## src/sv/lpd_pkg.sv

```systemverilog
// Shared types and constants for the length-prefix deframer.
package lpd_pkg;

    localparam int BYTE_W    = 8;
    localparam int MAX_LEN_W = 17;
    localparam int WIDE_W    = 64;

    localparam logic [MAX_LEN_W-1:0] MAX_LEN_RESET = 17'd8096;

    typedef struct packed {
        logic [BYTE_W-1:0] out_byte;
        logic              is_header;
        logic              packet_end;
        logic              frame_error;
        logic              dropped;
    } t_result;

endpackage

```

## src/sv/lpd_in_reg.sv

```systemverilog
// Input register stage: holds one received byte until the parser takes it.
module lpd_in_reg
    import lpd_pkg::*;
(
    input  logic              i_clk,
    input  logic              i_rst_n,
    input  logic              i_valid,
    input  logic [BYTE_W-1:0] i_byte,
    output logic              o_stall,
    output logic              o_valid,
    output logic [BYTE_W-1:0] o_byte,
    input  logic              i_take
);

    logic              r_valid;
    logic [BYTE_W-1:0] r_byte;
    logic              w_accept;

    // Refill in the same cycle the held byte moves on.
    assign o_stall  = r_valid && !i_take;
    assign w_accept = i_valid && !o_stall;

    always_ff @(posedge i_clk) begin
        if (!i_rst_n) begin
            r_valid <= 1'b0;
        end else if (w_accept) begin
            r_valid <= 1'b1;
        end else if (i_take) begin
            r_valid <= 1'b0;
        end
    end

    always_ff @(posedge i_clk) begin
        if (w_accept) begin
            r_byte <= i_byte;
        end
    end

    assign o_valid = r_valid;
    assign o_byte  = r_byte;

endmodule

```

## src/sv/lpd_parser.sv

```systemverilog
// Framing state and per-byte flag logic, plus the maximum length register.
module lpd_parser
    import lpd_pkg::*;
#(
    parameter int HEADER_BYTES = 4
)
(
    input  logic                 i_clk,
    input  logic                 i_rst_n,
    input  logic                 i_cfg_wr_en,
    input  logic [MAX_LEN_W-1:0] i_cfg_wr_data,
    input  logic                 i_fire,
    input  logic [BYTE_W-1:0]    i_byte,
    output t_result              o_res
);

    localparam int CNT_W = (HEADER_BYTES > 1) ? $clog2(HEADER_BYTES) : 1;
    localparam logic [CNT_W-1:0]     LAST_POS = CNT_W'(HEADER_BYTES - 1);
    localparam logic [MAX_LEN_W-1:0] HDR_LEN  = MAX_LEN_W'(HEADER_BYTES);

    logic [MAX_LEN_W-1:0] r_max_len;
    logic                 r_in_body;
    logic [CNT_W-1:0]     r_hdr_cnt;
    logic [MAX_LEN_W-1:0] r_len_lo;
    logic                 r_len_hi;
    logic [MAX_LEN_W-1:0] r_body_rem;
    logic                 r_closed;

    logic                 n_in_body;
    logic [CNT_W-1:0]     n_hdr_cnt;
    logic [MAX_LEN_W-1:0] n_len_lo;
    logic                 n_len_hi;
    logic [MAX_LEN_W-1:0] n_body_rem;
    logic                 n_closed;

    logic [WIDE_W-1:0]    w_contrib;
    logic [MAX_LEN_W-1:0] w_len_lo;
    logic                 w_len_hi;
    logic [MAX_LEN_W-1:0] w_rem_dec;
    logic                 w_bad_len;
    t_result              w_res;

    // Place the byte at its little-endian position; bits above the register
    // width only matter as "too large".
    assign w_contrib = {{(WIDE_W-BYTE_W){1'b0}}, i_byte} << {r_hdr_cnt, 3'b000};
    assign w_len_lo  = r_len_lo | w_contrib[MAX_LEN_W-1:0];
    assign w_len_hi  = r_len_hi | (|w_contrib[WIDE_W-1:MAX_LEN_W]);
    assign w_bad_len = w_len_hi || (w_len_lo < HDR_LEN) || (w_len_lo > r_max_len);
    assign w_rem_dec = (r_body_rem != '0) ? (r_body_rem - 1'b1) : r_body_rem;

    always_comb begin
        n_in_body  = r_in_body;
        n_hdr_cnt  = r_hdr_cnt;
        n_len_lo   = r_len_lo;
        n_len_hi   = r_len_hi;
        n_body_rem = r_body_rem;
        n_closed   = r_closed;
        w_res      = '0;
        w_res.out_byte = i_byte;
        if (r_closed) begin
            w_res.dropped = 1'b1;
        end else if (r_in_body) begin
            n_body_rem = w_rem_dec;
            if (w_rem_dec == '0) begin
                w_res.packet_end = 1'b1;
                n_in_body        = 1'b0;
            end
        end else begin
            w_res.is_header = 1'b1;
            if (r_hdr_cnt == LAST_POS) begin
                n_hdr_cnt = '0;
                n_len_lo  = '0;
                n_len_hi  = 1'b0;
                if (w_bad_len) begin
                    w_res.frame_error = 1'b1;
                    n_closed          = 1'b1;
                end else if (w_len_lo == HDR_LEN) begin
                    w_res.packet_end = 1'b1;
                end else begin
                    n_body_rem = w_len_lo - HDR_LEN;
                    n_in_body  = 1'b1;
                end
            end else begin
                n_hdr_cnt = r_hdr_cnt + 1'b1;
                n_len_lo  = w_len_lo;
                n_len_hi  = w_len_hi;
            end
        end
    end

    always_ff @(posedge i_clk) begin
        if (!i_rst_n) begin
            r_max_len  <= MAX_LEN_RESET;
            r_in_body  <= 1'b0;
            r_hdr_cnt  <= '0;
            r_len_lo   <= '0;
            r_len_hi   <= 1'b0;
            r_body_rem <= '0;
            r_closed   <= 1'b0;
        end else begin
            if (i_cfg_wr_en) begin
                r_max_len <= i_cfg_wr_data;
            end
            if (i_fire) begin
                r_in_body  <= n_in_body;
                r_hdr_cnt  <= n_hdr_cnt;
                r_len_lo   <= n_len_lo;
                r_len_hi   <= n_len_hi;
                r_body_rem <= n_body_rem;
                r_closed   <= n_closed;
            end
        end
    end

    assign o_res = w_res;

`ifndef SYNTHESIS
    a_err_closes: assert property (@(posedge i_clk) disable iff (!i_rst_n)
        i_fire && w_res.frame_error |=> r_closed)
        else $error("session not closed after frame error");

    a_err_is_hdr: assert property (@(posedge i_clk) disable iff (!i_rst_n)
        w_res.frame_error |-> w_res.is_header && !w_res.packet_end)
        else $error("frame error outside a header byte");

    a_drop_alone: assert property (@(posedge i_clk) disable iff (!i_rst_n)
        w_res.dropped |-> !(w_res.is_header || w_res.packet_end || w_res.frame_error))
        else $error("dropped byte carries other flags");

    a_body_open: assert property (@(posedge i_clk) disable iff (!i_rst_n)
        r_in_body |-> !r_closed && (r_body_rem != '0))
        else $error("body state with closed session or nothing left");
`endif

endmodule

```

## src/sv/lpd_out_reg.sv

```systemverilog
// Result register: holds one flagged byte until the downstream side takes it.
module lpd_out_reg
    import lpd_pkg::*;
(
    input  logic    i_clk,
    input  logic    i_rst_n,
    input  logic    i_load,
    input  t_result i_res,
    output logic    o_free,
    output logic    o_valid,
    output t_result o_res,
    input  logic    i_stall
);

    logic    r_valid;
    t_result r_res;

    // Free when empty or when the held result leaves this cycle.
    assign o_free = !r_valid || !i_stall;

    always_ff @(posedge i_clk) begin
        if (!i_rst_n) begin
            r_valid <= 1'b0;
        end else if (o_free) begin
            r_valid <= i_load;
        end
    end

    always_ff @(posedge i_clk) begin
        if (o_free && i_load) begin
            r_res <= i_res;
        end
    end

    assign o_valid = r_valid;
    assign o_res   = r_res;

endmodule

```

## src/sv/length_prefix_deframer_top.sv

```systemverilog
// Top level of the length-prefix deframer.
//
//   channel  | direction | handshake                   | payload
//   ---------+-----------+-----------------------------+------------------------------------
//   input    | in        | i_in_valid / o_in_stall     | i_data_byte
//   output   | out       | o_out_valid / i_out_stall   | o_out_byte, o_is_header,
//            |           |                             | o_packet_end, o_frame_error, o_dropped
//   config   | in        | i_cfg_wr_en                 | i_max_packet_length
//
// One byte per cycle sustained while i_out_stall is low; a byte's result passes through the input
// register, then the parser, then the result register, which presents it.
// Reset is synchronous and clears the framing state and sets the maximum length to 8096.
// A stall on the output holds the result register; the input register then fills and
// raises o_in_stall, so at most two bytes are held inside.
module length_prefix_deframer_top
    import lpd_pkg::*;
#(
    parameter int HEADER_BYTES = 4
)
(
    input  logic                 i_clk,
    input  logic                 i_rst_n,
    input  logic                 i_cfg_wr_en,
    input  logic [MAX_LEN_W-1:0] i_max_packet_length,
    input  logic                 i_in_valid,
    output logic                 o_in_stall,
    input  logic [BYTE_W-1:0]    i_data_byte,
    output logic                 o_out_valid,
    input  logic                 i_out_stall,
    output logic [BYTE_W-1:0]    o_out_byte,
    output logic                 o_is_header,
    output logic                 o_packet_end,
    output logic                 o_frame_error,
    output logic                 o_dropped
);

    logic              w_held_valid;
    logic [BYTE_W-1:0] w_held_byte;
    logic              w_out_free;
    logic              w_fire;
    t_result           w_res;
    t_result           w_out_res;

    assign w_fire = w_held_valid && w_out_free;

    lpd_in_reg u_in_reg (
        .i_clk   (i_clk),
        .i_rst_n (i_rst_n),
        .i_valid (i_in_valid),
        .i_byte  (i_data_byte),
        .o_stall (o_in_stall),
        .o_valid (w_held_valid),
        .o_byte  (w_held_byte),
        .i_take  (w_fire)
    );

    lpd_parser #(
        .HEADER_BYTES (HEADER_BYTES)
    ) u_parser (
        .i_clk         (i_clk),
        .i_rst_n       (i_rst_n),
        .i_cfg_wr_en   (i_cfg_wr_en),
        .i_cfg_wr_data (i_max_packet_length),
        .i_fire        (w_fire),
        .i_byte        (w_held_byte),
        .o_res         (w_res)
    );

    lpd_out_reg u_out_reg (
        .i_clk   (i_clk),
        .i_rst_n (i_rst_n),
        .i_load  (w_held_valid),
        .i_res   (w_res),
        .o_free  (w_out_free),
        .o_valid (o_out_valid),
        .o_res   (w_out_res),
        .i_stall (i_out_stall)
    );

    assign o_out_byte    = w_out_res.out_byte;
    assign o_is_header   = w_out_res.is_header;
    assign o_packet_end  = w_out_res.packet_end;
    assign o_frame_error = w_out_res.frame_error;
    assign o_dropped     = w_out_res.dropped;

endmodule

```

## config.mk

```make
export PLATFORM = sky130hd
export DESIGN_NAME = length_prefix_deframer_top
export DESIGN_NICKNAME = d
export VERILOG_FILES = /design/src/sv/lpd_pkg.sv /design/src/sv/lpd_in_reg.sv /design/src/sv/lpd_parser.sv /design/src/sv/lpd_out_reg.sv /design/src/sv/length_prefix_deframer_top.sv
export SDC_FILE = /design/constraint.sdc
export NUM_CORES = 1
export LEC_CHECK = 0
export BUFFER_PORTS_ARGS = -buffer_cell sky130_fd_sc_hd__buf_4
export CORE_MARGIN = 5
export CORE_UTILIZATION = 25
export CTS_CLUSTER_SIZE = 24
export DETAILED_ROUTE_END_ITERATION = 8
export SYNTH_ARGS = -nofsm -noshare
export SYNTH_HDL_FRONTEND = slang
export SYNTH_SLANG_ARGS = --single-unit
```

## constraint.sdc

```tcl
create_clock -name i_clk -period 3.64 [get_ports i_clk]
set_input_delay 0.364 -clock i_clk [delete_from_list [all_inputs] [get_ports i_clk]]
set_output_delay 0.364 -clock i_clk [all_outputs]
set_load 0.02 [all_outputs]
```

==> results of run 1 <==
[state kept, by name (all words and copies together), names as in the netlist]
register,cells
u_out_reg.o_res,12
u_parser.r_hdr_cnt,2
u_parser.r_max_len,17
u_parser.r_body_rem,17
u_parser.r_closed,1
u_in_reg.o_valid,1
u_parser.r_len_lo,17
u_parser.r_len_hi,1
u_parser.r_in_body,1
u_out_reg.o_valid,1
u_in_reg.o_byte,8
[worst max-delay path by stage]
stage,startpoint,to,slack (ns),depth (start not counted)
after floorplan,u_parser.r_hdr_cnt[0],u_parser.r_body_rem[14],0.47,15
after global placement,u_parser.r_hdr_cnt[1],u_out_reg.o_res[2],0.37,12
after detailed placement,u_parser.r_hdr_cnt[1],u_out_reg.o_res[2],0.28,13
after CTS,u_parser.r_hdr_cnt[1],u_out_reg.o_res[2],0.25,13
after global routing,u_parser.r_hdr_cnt[1],u_out_reg.o_res[2],0.03,12
final,u_parser.r_hdr_cnt[1],u_out_reg.o_res[2],0.31,13
[logic make-up after synthesis]
logic type / synth area share
fa+ha+maj: 0.0566
mux: 0.0387
buf+inv: 0.0600
compound gates: 0.199
flops: 0.398
xor+xnor: 0.0277
simple gates: 0.219
[synthesized netlist by cell type (3+ instances only)]
| cell type | number |
|---|---|
| mux2i_1 | 16 |
| a2111oi_2 | 3 |
| nand3_1 | 7 |
| o32ai_1 | 3 |
| a21o_1 | 7 |
| dfxtp_1 | 58 |
| or3_1 | 4 |
| nor3_1 | 25 |
| ha_1 | 20 |
| xor2_1 | 4 |
| o211ai_1 | 18 |
| buf_2 | 5 |
| or2_2 | 8 |
| or4_1 | 5 |
| o22ai_1 | 9 |
| or2_1 | 4 |
| clkbuf_1 | 19 |
| xnor2_1 | 10 |
| o31ai_1 | 5 |
| nor3b_1 | 7 |
| nor2b_1 | 4 |
| nand2_1 | 49 |
| inv_1 | 39 |
| edfxtp_1 | 20 |
| o21ai_0 | 13 |
| nand4_1 | 6 |
| a211oi_1 | 3 |
| nor2_1 | 55 |
| a211o_1 | 3 |
| nor4_1 | 3 |
| o221a_1 | 3 |
| and3_1 | 4 |
| a21oi_1 | 40 |
[power by group through the flow]
stage                     registers (mW)  clock network (mW)  logic [mW]
after global routing               0.952                1.05       0.363
after floorplan                    0.963                   0       0.205
after detailed placement           0.967                   0       0.327
final                              0.949               0.985       0.329
after CTS                          0.948                1.01       0.329
after global placement             0.967                   0       0.325
[routing by layer]
layer | part of all wire | wire [um]
met5 | 0 | 0
met4 | 0.015 | 181
met3 | 0.051 | 617
met2 | 0.47 | 5680
met1 | 0.47 | 5690
[placed cells by master, fill, tap and decap left out, drive strengths merged, types with 16 or more instances in the layout]
cell | Yosys | routed
dfxtp | 58 | 58
nor3 | 25 | 25
o211ai | 19 | 19
ha | 20 | 20
nand2 | 49 | 49
edfxtp | 20 | 20
buf | 8 | 61
inv | 40 | 41
a21oi | 40 | 40
nor2 | 57 | 57
mux2i | 16 | 16
[per-stage QoR]
step | power (mW) | area [sq um]
after floorplan | 1.17 | 4420
after detailed placement | 1.29 | 5060
final | 2.26 | 5390
after global placement | 1.29 | 5060
after CTS | 2.28 | 5390
after global routing | 2.36 | 5390
[layout make-up]
type / count / area [sq um] / share of cell area
multi-input combinational: 372 / 2400 / 0.445
sequential: 78 / 1760 / 0.327
timing repair buffer: 61 / 470 / 0.0872
tap: 225 / 282 / 0.0522
clock buffer: 11 / 243 / 0.0450
inverter: 41 / 154 / 0.0285
clock inverter: 5 / 82.6 / 0.0153
[critical path: cells and delay by family (launching register included)]
family / cells / cell delay [ns]
AND/OR/NAND/NOR: 5 / 1.22
AO/OA/AOI/OAI: 4 / 0.76
flip-flops: 1 / 0.54
buffers and inverters: 3 / 0.46
adder cells (fa/ha/maj): 1 / 0.20
==> reports/metrics.cfg, run 1 <==
[outcome]
status = complete, no violations

[floorplanning]
dieArea_sq_um = 20500
rows = 48
die_w_um = 143
fp.dieH_um = 143
initial_core_util = 0.255
core_sq_um = 17400
io_pins = 44

[critical_path]
critPathSlowestCell = or4_1
cp.arrival_ns = 3.51
path_max_fanout = 10
start_kind = flip-flop
worstRegToRegCells = 13
ff2ff_setup_slack_ns = 0.31
crit_chain = nor2b_2 -> buf_4 -> a21oi_1 -> inv_1 -> ha_1 -> a21oi_1 -> nor3_1 -> nor4_1 -> nor2b_1 -> a211oi_1 -> buf_4 -> or4_1 -> a21oi_1
critPathRequiredTime_ns = 3.82
max_stage_delay_ns = 0.55
path_common_cell = a21oi_1
r2r-start = u_parser.r_hdr_cnt[1]
criticalPathCategory = flip-flop to flip-flop
reg2reg_to = u_out_reg.o_res[2]
worst_setup_path_end_kind = flip-flop

[synthesis]
synthDistinctLibCells = 66
yosysWarnings = 0
post-synth-top-area-cell = dfxtp_1
synth_edf_count = 20
yosysSeqAreaShare = 0.398
postSynthAreaPerCell_sq_um = 8.54
synth_area_leaders = dfxtp_1 (26%), edfxtp_1 (14%), ha_1 (5.7%), nor2_1 (4.7%), a21oi_1 (4.5%)
yosysTopAreaCellShare = 0.262
synth_nets = 568
postSynthCellCount = 518
ys_seq_elements = 78
synth_ff_type = dfxtp_1
syn_area_sq_um = 4420
async_flop_share = 0

[global_routing]
grt_pass1_wl_um = 19300
grt_max_degree = 40
grt_overflow = 0
use_met3 = 0.0251
grt_pass1_vias = 3672
antenna_found_initial = 0
globalRouteMet1Util = 0.166
grt.met2_usage = 0.188
busiest_layer = met2
grt_usage = 0.120

[clock_network]
worstSkewPairLatency_ns = 0.34
postCtsHoldBufs = 0
path_clk_slew_ns = 0.06
cts.path.max_buffers = 2
cts.sinks = 78
root_buffer = clkbuf_16
cts_buffers = 9
cts_setup_buffers = 0
cts_max_level = 3
cts_tree = built
cts_resized = 0

[route]
firstDrtPassIters = 4
routedWlPerCell_um = 15.3
num_vias = 3911
drtAntennaViolNets = 0
drc = 0
drtIter0Drc = 421
wirelength_um = 12200
via_per_inst = 4.93

[power]
vdd_drop_max_mv = 0.233
p_sw_mw = 0.580
cellPowerDensity_nw_per_um2 = 420
power_frac_comb = 0.145
p_seq_frac = 0.419
p_sw_frac = 0.256
intPower_mw = 1.68
p_clk_frac = 0.435
leakage_nw = 2.28

[min_path]
hp-start = i_data_byte[0]
min_to = u_in_reg.o_byte[0]
holdPathStages = 1
hold_path_class = input pin to flip-flop

[cells_and_area]
drive_gt1_frac = 0.174
instances_no_fill = 793
final_util = 0.311
fin_nets = 613
area_growth_syn_to_layout_pct = 21.9
fill_cells = 1843
antenna_cells = 0

[timing]
setup_viol = 0
worst_slack_ns = 0.308
period_share = 0.915
slew_violations = 0
finalSetupTns_ns = 0
fin_crit_ns = 3.33
hold_viol = 0
worstMarginPinSlew_ns = 0.737
finClkSkew_ns = 0.00926
whs_ns = 0.197
grt_setup_unrepaired = false
slew_headroom = 0.508
timing.fmax_mhz = 300

[run]
drv_cap = 0

[placement]
dp_hpwl_um = 9050
place.gp.congestion = 0.875
io_buffers = 43
placed_cells = 777
dp_slack_ns = 0.277

Power figures use the tool's default switching activity.
==> run 2, diff against run 1 <==
Clock period 3.64 ns to 4.09 ns, I/O delays scaled along.
==> reports/metrics.cfg, run 2 (same netlist as run 1, synthesis figures left out) <==
[timing]
finalSetupTns_ns = 0  ; unchanged
worstMarginPinSlew_ns = 0.954  ; +0.217 ns
grt_setup_unrepaired = false
setup_viol = 0  ; unchanged
timing.fmax_mhz = 272  ; -9.3%
slew_headroom = 0.360  ; -0.148
fin_crit_ns = 3.67  ; +0.340 ns
period_share = 0.898  ; -0.0176
slew_violations = 0  ; unchanged
finClkSkew_ns = 0.00863  ; -0.000632 ns
hold_viol = 0  ; unchanged

[power]
power_frac_comb = 0.149  ; +0.004
p_clk_frac = 0.415  ; -0.020
leakage_nw = 2.23  ; -2.2%
p_seq_frac = 0.436  ; +0.017
total_power_mw = 1.94  ; -14%
intPower_mw = 1.42  ; -16%
p_sw_mw = 0.520  ; -10%
p_sw_frac = 0.268  ; +0.0120
cellPowerDensity_nw_per_um2 = 365  ; -13%
vdd_drop_max_mv = 0.281  ; +21%

[floorplanning]
dieArea_sq_um = 20500  ; unchanged
io_pins = 44  ; unchanged
fp.dieH_um = 143  ; unchanged
initial_core_util = 0.255  ; unchanged
die_w_um = 143  ; unchanged
core_sq_um = 17400  ; unchanged
rows = 48  ; unchanged

[global_routing]
grt_pass1_wl_um = 19500  ; +1.2%
grt_usage = 0.121  ; +0.00137
grt_overflow = 0  ; unchanged
antenna_found_initial = 0  ; unchanged
grt_pass1_vias = 3709  ; +1.0%
grt_max_degree = 32  ; -20%

[clock_network]
cts_buffers = 9  ; unchanged
path_clk_slew_ns = 0.06  ; about the same
cts_max_level = 3  ; unchanged
cts_setup_buffers = 0  ; unchanged
postCtsHoldBufs = 0  ; unchanged
cts.sinks = 78  ; unchanged
cts_resized = 0  ; unchanged
cts_tree = built
cts.path.max_buffers = 2  ; unchanged
root_buffer = clkbuf_16
worstSkewPairLatency_ns = 0.34  ; about the same

[cells_and_area]
finalInstanceArea_sq_um = 5310  ; -1.6%
register_area_sq_um = 1760  ; unchanged
layout_commonest_cell = dfxtp_1
fin_nets = 607  ; -0.98%
drive_gt1_frac = 0.164  ; -0.0106
multi_input_area_sq_um = 2400  ; -0.10%
area_growth_syn_to_layout_pct = 19.9
layout.cells.most_common_list = dfxtp_1 (58), nor2_1 (55), buf_4 (55)
largest_registers = u_parser.r_body_rem x17, u_parser.r_len_lo x17, u_parser.r_max_len x17
antenna_cells = 0  ; unchanged
fill_cells = 1813  ; -1.6%

[placement]
io_buffers = 43  ; unchanged
dp_hpwl_um = 9020  ; -0.29%
detailed_place.area_sq_um = 5010  ; -1.1%
place.gp.congestion = 0.893  ; +2.1%

[route]
drc = 0  ; unchanged
route.met3.wl_um = 759  ; +23%
wirelength_um = 12100  ; -0.51%
routed.top_layer = met4
routedWlPerCell_um = 15.4  ; +0.25%
wl_met2_um = 5500  ; -3.2%
via_per_inst = 4.95  ; +0.32%
drtIter0Drc = 326  ; -23%
drtAntennaViolNets = 0  ; unchanged
wl_met1_um = 5680  ; -0.14%
firstDrtPassIters = 4  ; unchanged
num_vias = 3894  ; -0.43%

[run]
drv_cap = 0  ; unchanged

[min_path]
hold_path_class = input pin to flip-flop
hp-start = i_data_byte[2]

[critical_path]
start_kind = flip-flop
criticalPathCategory = flip-flop to flip-flop
critPathRequiredTime_ns = 4.36  ; +0.54 ns
cp.arrival_ns = 3.94  ; +0.43 ns
worst_setup_path_end_kind = flip-flop
crit_path_start = u_parser.r_hdr_cnt[0]
ff2ff_setup_slack_ns = 0.42  ; +0.11 ns
r2r-start = u_parser.r_hdr_cnt[0]
path_max_fanout = 17  ; +7

[outcome]
status = complete, no violations

run 2: cell types whose count changed in the layout (fill, tap and decap cells not counted), sizes merged:
cell and change:
bufinv -1, clkinvlp +1, buf -6, clkbuf -1
inv +1
run 2: per-layer routing:
metal  global-route usage  vias up
li1                     -     1939
met3               0.0375       16
met4               0.0305        0
met2                0.185      113
met1                0.166     1826
met5                    0        -
run 2: worst max-delay path, cell delays in order (launching register included):
cell	delay, ns
dfxtp_1	0.42
nor2b_1	0.18
buf_4	0.18
a21oi_1	0.28
inv_1	0.13
ha_1	0.32
nand4_1	0.16
nor3_1	0.22
nor4_1	0.08
nor2b_1	0.13
a211oi_1	0.80
o21a_1	0.23
buf_4	0.25
mux2i_1	0.20
run 2: per-stage QoR:
stage | utilization | hold slack, ns | setup slack, ns | cells
CTS | 0.306 | 0.230 | 0.466 | 787
global placement | 0.288 | 0.471 | 0.664 | 771
floorplan | - | 0.451 | 0.923 | 518
finish | 0.306 | 0.241 | 0.418 | 787
detailed placement | 0.288 | 0.480 | 0.495 | 771
global route | 0.306 | 0.225 | 0.0531 | 787
run 2: path summary, 6_finish.rpt:
path,to,depth (start not counted)
hold reg to reg,u_parser.r_max_len[8],2
setup / recovery,u_parser.r_body_rem[3],13
setup reg to reg,u_parser.r_body_rem[3],13
hold / removal,u_in_reg.o_byte[2],1
run 2: area by class of cell:
type	instances	share of cell area
Timing Repair Buffer	55	0.0778
Clock buffer	10	0.0432
Inverter	41	0.0290
Sequential cell	78	0.332
Clock inverter	6	0.0130
Tap cell	225	0.0531
Multi-Input combinational cell	372	0.452
run 2: power by group through the flow:
stage	logic (mW)	registers (mW)	clock network, mW
2_1_floorplan	0.183	0.857	0
3_3_place_gp	0.285	0.860	0
3_5_place_dp	0.285	0.861	0
4_1_cts	0.287	0.844	0.825
5_1_grt	0.322	0.848	0.862
6_report	0.288	0.844	0.804
